<file path="config.mk">
export PLATFORM = sky130hd
export DESIGN_NAME = maes_ctrl
export DESIGN_NICKNAME = d
export VERILOG_FILES = /design/src/rtl/maes_pkg.sv /design/src/rtl/maes_ctrl.sv
export SDC_FILE = /design/constraint.sdc
export NUM_CORES = 1
export LEC_CHECK = 0
export CAP_MARGIN = 20
export CORE_MARGIN = 2
export CORE_UTILIZATION = 30
export DETAILED_ROUTE_END_ITERATION = 6
export DONT_BUFFER_PORTS = 1
export GPL_ROUTABILITY_DRIVEN = 0
export PLACE_DENSITY_LB_ADDON = 0.15
export SLEW_MARGIN = 20
export SYNTH_ARGS = -nofsm -noshare
export SYNTH_HDL_FRONTEND = slang
export SYNTH_SLANG_ARGS = --single-unit
</file>
<file path="constraint.sdc">
create_clock -name clk -period 4.25 [get_ports clk]
set_clock_uncertainty 0.15 [all_clocks]
set_input_delay 0.425 -clock clk [delete_from_list [all_inputs] [get_ports clk]]
set_output_delay 0.425 -clock clk [all_outputs]
set_load 0.03 [all_outputs]
</file>
<file path="src/rtl/maes_pkg.sv">
// shared types, constants and tables of the encoder alignment sequencer
`default_nettype none

package maes_pkg;

  localparam int ALIGN_STEPS_DEF = 10;
  localparam int START_ANGLE     = 1638;   // 0.2 rad in q2.13
  localparam int HALF_PI_Q13     = 12868;
  localparam int PI_Q13          = 25736;
  localparam int SQRT3_Q16       = 113512;

  localparam int MUL_W      = 34;
  localparam int PROD_W     = 2 * MUL_W;
  localparam int DIV_W      = 34;
  localparam int DIVISOR_W  = 8;
  localparam int RECIP_W    = 32;
  localparam int TERM_IDX_W = 4;
  localparam int CFG_IDX_W  = 1;
  localparam int CFG_W      = 16;

  localparam logic [TERM_IDX_W-1:0] IDX_SIN_FIRST = 4'd0;
  localparam logic [TERM_IDX_W-1:0] IDX_SIN_LAST  = 4'd4;
  localparam logic [TERM_IDX_W-1:0] IDX_COS_FIRST = 4'd5;
  localparam logic [TERM_IDX_W-1:0] IDX_COS_LAST  = 4'd10;

  localparam logic [CFG_W-1:0] MAG_RESET  = 16'd0;
  localparam logic [CFG_W-1:0] WAIT_RESET = 16'd100;

  localparam logic [CFG_IDX_W-1:0] REG_MAG  = 1'b0;
  localparam logic [CFG_IDX_W-1:0] REG_WAIT = 1'b1;

  localparam logic [1:0] LS_RUN  = 2'd0;
  localparam logic [1:0] LS_DONE = 2'd1;
  localparam logic [1:0] LS_ERR  = 2'd2;

  localparam logic [2:0] PH_IDLE    = 3'd0;
  localparam logic [2:0] PH_STEP    = 3'd1;
  localparam logic [2:0] PH_CAPTURE = 3'd2;
  localparam logic [2:0] PH_SETTLE  = 3'd3;
  localparam logic [2:0] PH_FINISH  = 3'd4;

  typedef enum logic [4:0] {
    OP_NONE,
    OP_LOAD,
    OP_FOLD,
    OP_MUL_XX,
    OP_X2,
    OP_MUL_T,
    OP_DIV_START,
    OP_MUL_R,
    OP_DIV_FIX,
    OP_DIV_END,
    OP_MUL_SV,
    OP_SV,
    OP_SIGNS,
    OP_MUL_A,
    OP_ALPHA,
    OP_MUL_B,
    OP_BETA,
    OP_MAG_AB,
    OP_MUL_K,
    OP_CLARKE,
    OP_SEQ
  } dp_op_t;

  typedef struct packed {
    dp_op_t                op;
    logic [TERM_IDX_W-1:0] idx;
  } dp_cmd_t;

  typedef struct packed {
    logic need_trig;
    logic need_mag;
  } dp_status_t;

  // taylor series divisors, sine terms first then cosine terms
  function automatic logic [DIVISOR_W-1:0] term_divisor(input logic [TERM_IDX_W-1:0] idx);
    logic [DIVISOR_W-1:0] d;
    unique case (idx)
      4'd0:    d = 8'd110;
      4'd1:    d = 8'd72;
      4'd2:    d = 8'd42;
      4'd3:    d = 8'd20;
      4'd4:    d = 8'd6;
      4'd5:    d = 8'd132;
      4'd6:    d = 8'd90;
      4'd7:    d = 8'd56;
      4'd8:    d = 8'd30;
      4'd9:    d = 8'd12;
      4'd10:   d = 8'd2;
      default: d = 8'd1;
    endcase
    return d;
  endfunction

  // floor(2^32 / divisor), same order as the divisors
  function automatic logic [RECIP_W-1:0] term_reciprocal(input logic [TERM_IDX_W-1:0] idx);
    logic [RECIP_W-1:0] r;
    unique case (idx)
      4'd0:    r = 32'd39045157;
      4'd1:    r = 32'd59652323;
      4'd2:    r = 32'd102261126;
      4'd3:    r = 32'd214748364;
      4'd4:    r = 32'd715827882;
      4'd5:    r = 32'd32537631;
      4'd6:    r = 32'd47721858;
      4'd7:    r = 32'd76695844;
      4'd8:    r = 32'd143165576;
      4'd9:    r = 32'd357913941;
      4'd10:   r = 32'd2147483648;
      default: r = '1;
    endcase
    return r;
  endfunction

endpackage

`default_nettype wire

</file>
<file path="src/rtl/maes_ctrl.sv">
// controller state machine of the encoder alignment sequencer
`default_nettype none

module maes_ctrl (
  input  wire logic                 clk,
  input  wire logic                 rst,
  input  wire logic                 in_valid,
  output logic                      in_ready,
  output logic                      out_valid,
  input  wire logic                 out_ready,
  input  wire maes_pkg::dp_status_t status,
  output maes_pkg::dp_cmd_t         cmd
);
  import maes_pkg::*;

  typedef enum logic [20:0] {
    ST_IDLE      = 21'h000001,
    ST_DECIDE    = 21'h000002,
    ST_FOLD      = 21'h000004,
    ST_MUL_XX    = 21'h000008,
    ST_X2        = 21'h000010,
    ST_MUL_T     = 21'h000020,
    ST_DIV_START = 21'h000040,
    ST_MUL_R     = 21'h000080,
    ST_DIV_FIX   = 21'h000100,
    ST_DIV_END   = 21'h000200,
    ST_MUL_SV    = 21'h000400,
    ST_SV        = 21'h000800,
    ST_SIGNS     = 21'h001000,
    ST_MUL_A     = 21'h002000,
    ST_ALPHA     = 21'h004000,
    ST_MUL_B     = 21'h008000,
    ST_BETA      = 21'h010000,
    ST_MAG_AB    = 21'h020000,
    ST_MUL_K     = 21'h040000,
    ST_CLARKE    = 21'h080000,
    ST_SEQ       = 21'h100000
  } state_t;

  state_t                state;
  state_t                state_next;
  logic [TERM_IDX_W-1:0] idx;
  logic [TERM_IDX_W-1:0] idx_next;
  logic                  seq_fire;

  assign in_ready = state == ST_IDLE;
  assign seq_fire = (state == ST_SEQ) && (!out_valid || out_ready);

  always_comb begin
    state_next = state;
    idx_next   = idx;
    cmd.op     = OP_NONE;
    cmd.idx    = idx;
    unique case (state)
      ST_IDLE: begin
        if (in_valid) begin
          cmd.op     = OP_LOAD;
          state_next = ST_DECIDE;
        end
      end
      ST_DECIDE: begin
        if (status.need_trig) begin
          idx_next   = IDX_SIN_FIRST;
          state_next = ST_FOLD;
        end else if (status.need_mag) begin
          state_next = ST_MAG_AB;
        end else begin
          state_next = ST_SEQ;
        end
      end
      ST_FOLD: begin
        cmd.op     = OP_FOLD;
        state_next = ST_MUL_XX;
      end
      ST_MUL_XX: begin
        cmd.op     = OP_MUL_XX;
        state_next = ST_X2;
      end
      ST_X2: begin
        cmd.op     = OP_X2;
        state_next = ST_MUL_T;
      end
      ST_MUL_T: begin
        cmd.op     = OP_MUL_T;
        state_next = ST_DIV_START;
      end
      ST_DIV_START: begin
        cmd.op     = OP_DIV_START;
        state_next = ST_MUL_R;
      end
      ST_MUL_R: begin
        cmd.op     = OP_MUL_R;
        state_next = ST_DIV_FIX;
      end
      ST_DIV_FIX: begin
        cmd.op     = OP_DIV_FIX;
        state_next = ST_DIV_END;
      end
      ST_DIV_END: begin
        cmd.op = OP_DIV_END;
        if (idx == IDX_SIN_LAST) begin
          state_next = ST_MUL_SV;
        end else if (idx == IDX_COS_LAST) begin
          state_next = ST_SIGNS;
        end else begin
          idx_next   = idx + 1'b1;
          state_next = ST_MUL_T;
        end
      end
      ST_MUL_SV: begin
        cmd.op     = OP_MUL_SV;
        state_next = ST_SV;
      end
      ST_SV: begin
        cmd.op     = OP_SV;
        idx_next   = IDX_COS_FIRST;
        state_next = ST_MUL_T;
      end
      ST_SIGNS: begin
        cmd.op     = OP_SIGNS;
        state_next = ST_MUL_A;
      end
      ST_MUL_A: begin
        cmd.op     = OP_MUL_A;
        state_next = ST_ALPHA;
      end
      ST_ALPHA: begin
        cmd.op     = OP_ALPHA;
        state_next = ST_MUL_B;
      end
      ST_MUL_B: begin
        cmd.op     = OP_MUL_B;
        state_next = ST_BETA;
      end
      ST_BETA: begin
        cmd.op     = OP_BETA;
        state_next = ST_MUL_K;
      end
      ST_MAG_AB: begin
        cmd.op     = OP_MAG_AB;
        state_next = ST_MUL_K;
      end
      ST_MUL_K: begin
        cmd.op     = OP_MUL_K;
        state_next = ST_CLARKE;
      end
      ST_CLARKE: begin
        cmd.op     = OP_CLARKE;
        state_next = ST_SEQ;
      end
      ST_SEQ: begin
        if (seq_fire) begin
          cmd.op     = OP_SEQ;
          state_next = ST_IDLE;
        end
      end
      default: state_next = ST_IDLE;
    endcase
  end

  always_ff @(posedge clk) begin
    if (rst) begin
      state     <= ST_IDLE;
      idx       <= '0;
      out_valid <= 1'b0;
    end else begin
      state <= state_next;
      idx   <= idx_next;
      if (seq_fire) begin
        out_valid <= 1'b1;
      end else if (out_ready) begin
        out_valid <= 1'b0;
      end
    end
  end

endmodule

`default_nettype wire

</file>
# After elaboration in Yosys (flattened, before gate mapping)
# Index checks and enable logic that the tools add are counted.
# op_classes
addsub	1
n_eq_ne	28
muxes	16
reduce_logical	9
# ops
operator	count
21-bit one-hot mux with 19 select lines	1
5-bit one-hot mux with 20 select lines	1
21-bit 2-to-1 mux	4
13-bit 2-to-1 mux	2
21-bit by 1-bit equality test with 1-bit output, second input constant	1
21-bit by 10-bit equality test with 1-bit output, second input constant	1
21-bit by 11-bit equality test with 1-bit output, second input constant	1
21-bit by 12-bit equality test with 1-bit output, second input constant	1
21-bit by 13-bit equality test with 1-bit output, second input constant	1
21-bit by 14-bit equality test with 1-bit output, second input constant	1
21-bit by 15-bit equality test with 1-bit output, second input constant	1
21-bit by 16-bit equality test with 1-bit output, second input constant	1
21-bit by 17-bit equality test with 1-bit output, second input constant	1
21-bit by 18-bit equality test with 1-bit output, second input constant	1
21-bit by 19-bit equality test with 1-bit output, second input constant	1
21-bit by 2-bit equality test with 1-bit output, second input constant	1
21-bit by 20-bit equality test with 1-bit output, second input constant	1
21-bit equality test, second input constant	1
21-bit by 3-bit equality test with 1-bit output, second input constant	1
21-bit by 4-bit equality test with 1-bit output, second input constant	1
21-bit by 5-bit equality test with 1-bit output, second input constant	1
21-bit by 6-bit equality test with 1-bit output, second input constant	1
21-bit by 7-bit equality test with 1-bit output, second input constant	1
21-bit by 8-bit equality test with 1-bit output, second input constant	1
other kinds (17)	26
# totals
ff_bits	26
in_bits	6
wordCells	57

# Longest topological paths before layout
# logic_depth
depth_word	5
depth_mapped	7
mapped_depth_nobuf	7

# Worst setup path after synthesis
# Ideal clock, no wire load.
# synth_timing
path_type	register to output
from	reg state[13]
to	out cmd[4] in the netlist's numbering
t_arrival_ns	2.379
path_slack_ns	1.296
stages_incl_launch_ff	7
path_buffers	1
cell_sequence	dfxtp_1 -> buf_2 -> nor4_4 -> nand3_1 -> nor4b_2 -> a221oi_1 -> nand4b_1
# synth_lines
item	line	source
start: declaration	maes_ctrl.sv:40	state_t state;
start signal: assignment	maes_ctrl.sv:167	state <= state_next;
end: declaration	maes_ctrl.sv:12	output maes_pkg::dp_cmd_t cmd

==> metrics.log <==
INFO  metric floorplan.io_pins = 17
INFO  metric grt_max_degree = 24
INFO  metric grt_remaining_overflow = 0
INFO  metric portBuffers = 0
INFO  metric muxShareOfSynthArea = 0%
INFO  metric cts_resized = 0
INFO  metric synth_seq_cells = 26
INFO  metric postRouteAntennaNets = 0
INFO  metric path_class = flop to output pin
INFO  metric clk_latency_worst_skew_pair = 0.27 ns
INFO  metric synth_largest_area_cell = sky130_fd_sc_hd__dfxtp_1
INFO  metric netlist.area_leader.share = 29.55%
INFO  metric whs = 0.05781 ns
INFO  metric final_layout_size_suffix_gt1_share = 8.867%
INFO  metric drt_first_iter_violations = 156
INFO  metric cts-root-buf = sky130_fd_sc_hd__clkbuf_8
INFO  metric synth_cell_types = 52
INFO  metric yosysSeqAreaShare = 29.55%
INFO  metric finalCritPeriodShare = 74.32%
INFO  metric worst_case_headroom_to_the_max_slew_limit = 48.45%
INFO  metric final_common_cell = sky130_fd_sc_hd__dfxtp_1
INFO  metric drv.max_cap_violation_count = 0
INFO  metric initial_core_util = 31.60%
INFO  metric cts_inserted_buffers = 3
INFO  metric ys_top_cells_by_area = sky130_fd_sc_hd__dfxtp_1 30%, sky130_fd_sc_hd__nor3_1 4.5%, sky130_fd_sc_hd__nor4_4 3.6%, sky130_fd_sc_hd__nand3_1 3.4%, sky130_fd_sc_hd__nor4b_1 3.0%
INFO  metric timing.critical_path.required = 3.67 ns
INFO  metric peakVddDrop = 0.1338 mV
INFO  metric die_height = 80.63 um
INFO  metric final.setup.tns = 0 ns
INFO  metric row_count = 27
INFO  metric floorplan.die.width = 80.63 um
INFO  metric cts_max_level = 1
INFO  metric diodes = 0
INFO  metric cts_sinks = 26
INFO  metric postCtsSetupRepairBufs = 0
INFO  metric detailed_place.area = 1788 um^2
INFO  metric synth.net_count = 222
INFO  metric synth-edff-count = 0
INFO  metric cts_buffer_depth = 2
INFO  metric synth_top_flop_cell = sky130_fd_sc_hd__dfxtp_1
INFO  metric worst-path-max-fanout = 9
INFO  metric synthesis.area = 1762 um^2
INFO  metric final.min_clock_period = 3.159 ns
INFO  metric critPathCaptureType = output pin
INFO  metric syn_area_per_cell = 8.271 um^2
INFO  metric tritoncts = done
INFO  metric antenna_found_initial = 0
INFO  metric final_number_of_setup_violating_endpoints = 0
INFO  metric area.growth.synth_to_final = 4.617%
INFO  metric finished_layout_cells = 275
INFO  metric status = complete, no violations
INFO  metric dpl.hpwl = 3430 um
INFO  metric synth_compound_gate_area_share = 14.13%
INFO  metric avgViaCountPerCell = 5.764
INFO  metric grt_setup_unrepaired = false
INFO  metric place.detailed.instances = 271
INFO  metric routed_wirelength = 4546 um
INFO  metric warnings_from_yosys = 0
INFO  metric worst_margin_slew = 0.7874 ns
INFO  metric stdcell_area = 1843 um^2
INFO  metric grt_pass1_vias = 1,422
INFO  metric grt_first_pass_wirelength = 7465 um
INFO  metric critical-path-slowest-cell = sky130_fd_sc_hd__o221ai_1
INFO  metric synth-xor-area-share = 4.972%
INFO  metric critPathLaunchType = flop
INFO  metric num_vias = 1,585
INFO  metric groute.usage.overall = 14.92%
INFO  metric final_standard_cell_utilization_of_the_core = 33.06%
INFO  metric die_area = 6501 um^2
INFO  metric synth_simple_gate_area_share = 43.68%
INFO  metric synth_top_family_by_area = simple AND/OR/NAND/NOR gates
INFO  metric route.detailed.drc = 0
INFO  metric first_pass_iters = 5
INFO  metric path_buf_inv = 0
INFO  metric cts_hold_repair.buffers = 0
INFO  metric timing.critical_path.slowest_cell_delay = 0.64 ns
INFO  metric cts.clk_slew.worst_paths = 0.09 ns
INFO  metric max_clock_freq = 316.6 MHz
INFO  metric timing_max_transition_violations_final = 0
INFO  metric powerDensity = 263.0 nW/um^2
INFO  metric top_library_cells_by_usage_in_the_layout_fill_and_taps_aside = 26 x sky130_fd_sc_hd__dfxtp_1, 16 x sky130_fd_sc_hd__nor3_1, 13 x sky130_fd_sc_hd__nor2_1, 12 x sky130_fd_sc_hd__nand3_1, 11 x sky130_fd_sc_hd__nand2_1
INFO  metric core = 5574 um^2
INFO  metric hold_viol_final = 0
INFO  metric crit_path_cell_trace = nor4_2 -> nand2_1 -> or3_1 -> o221ai_1
INFO  metric routedWlPerCell = 16.53 um
INFO  metric async_flop_share = 0%
INFO  metric power_leakage = 0.6701 nW
INFO  metric critical_path.top_delay_family = simple AND/OR/NAND/NOR gates
INFO  metric cp_data_arrival_time = 2.58 ns
INFO  metric yosys.area_share.adder = 2.131%
INFO  metric post_synth_inst_count = 213
INFO  metric holdCritPathClass = input port to flop
INFO  metric num-nets-final = 213
-- power by group --
part,switching [mW],internal (mW)
logic,0.0440,0.0254
clock network,0.0811,0.0829
registers,0.00484,0.246
total,0.130,0.355
-- worst register-to-register path, delay by kind of cell (launching register included) --
kind | cells | cell delay (ns)
and+or+nand+nor | 4 | 1.57
DFF | 1 | 0.43
AOI/OAI and AO/OA | 1 | 0.18
-- cells by family (layout without fill, tap and decap cells) --
group,Yosys count,after routing
buffers and inverters,21,11
adders and majority gates,3,3
AOI/OAI and AO/OA,36,36
DFF,26,26
and+or+nand+nor,117,117
xor gates and xnor gates,10,10
-- metal layers --
metal | global-route usage [%] | wire, um
met1 | 21.40 | 2226
met2 | 23.00 | 2036
met3 | 3.371 | 244
met4 | 2.542 | 38
met5 | 0 | 0
-- flip-flops by register name, summed over array words and instances, names as in the netlist --
signal,cells
state,21
idx,4
out_valid,1
-- cell type report --
type	count	area [um^2]
clock buffers	4	55.05
fillers	604	3731
inverters	5	18.77
multi-input cells	166	1144
flip-flops and latches	26	520.5
well taps	72	90.09
repair buffers	2	15.01
-- per-stage QoR --
stage | setup slack (ns) | total power, mW
after floorplan | 1.296 | 0.3109
after global placement | 1.461 | 0.3264
after detailed placement | 1.466 | 0.3251
after CTS | 1.129 | 0.4923
after global routing | 0.9220 | 0.5113
final | 1.091 | 0.4846
-- cells in the mapped netlist, types with 3 or more instances --
cell / instances
sky130_fd_sc_hd__nor2_1: 13
sky130_fd_sc_hd__xnor2_1: 4
sky130_fd_sc_hd__nor3_1: 16
sky130_fd_sc_hd__nor4b_1: 6
sky130_fd_sc_hd__nor4_4: 3
sky130_fd_sc_hd__dfxtp_1: 26
sky130_fd_sc_hd__buf_2: 6
sky130_fd_sc_hd__nand3_1: 12
sky130_fd_sc_hd__and4_1: 3
sky130_fd_sc_hd__a31oi_1: 3
sky130_fd_sc_hd__nand4_1: 6
sky130_fd_sc_hd__o21ai_0: 7
sky130_fd_sc_hd__ha_1: 3
sky130_fd_sc_hd__or4_1: 3
sky130_fd_sc_hd__nor4_1: 7
sky130_fd_sc_hd__a21oi_1: 8
sky130_fd_sc_hd__nand2_1: 11
sky130_fd_sc_hd__and3b_1: 4
sky130_fd_sc_hd__nand4b_1: 3
sky130_fd_sc_hd__clkbuf_1: 8
sky130_fd_sc_hd__nand3b_1: 6
sky130_fd_sc_hd__or4b_2: 3
sky130_fd_sc_hd__inv_1: 5
sky130_fd_sc_hd__nand2b_1: 3
sky130_fd_sc_hd__or3_1: 6
sky130_fd_sc_hd__xor2_1: 6
-- final timing paths --
path         startpoint         to  slack, ns  depth (start not counted)
min reg2reg    state[2]   state[3]       0.38                          2
min                 rst     idx[0]       0.06                          1
max reg2reg   state[17]  state[20]       1.87                          5
max           state[17]     cmd[6]       1.09                          4
Power figures use the tool's default switching activity.
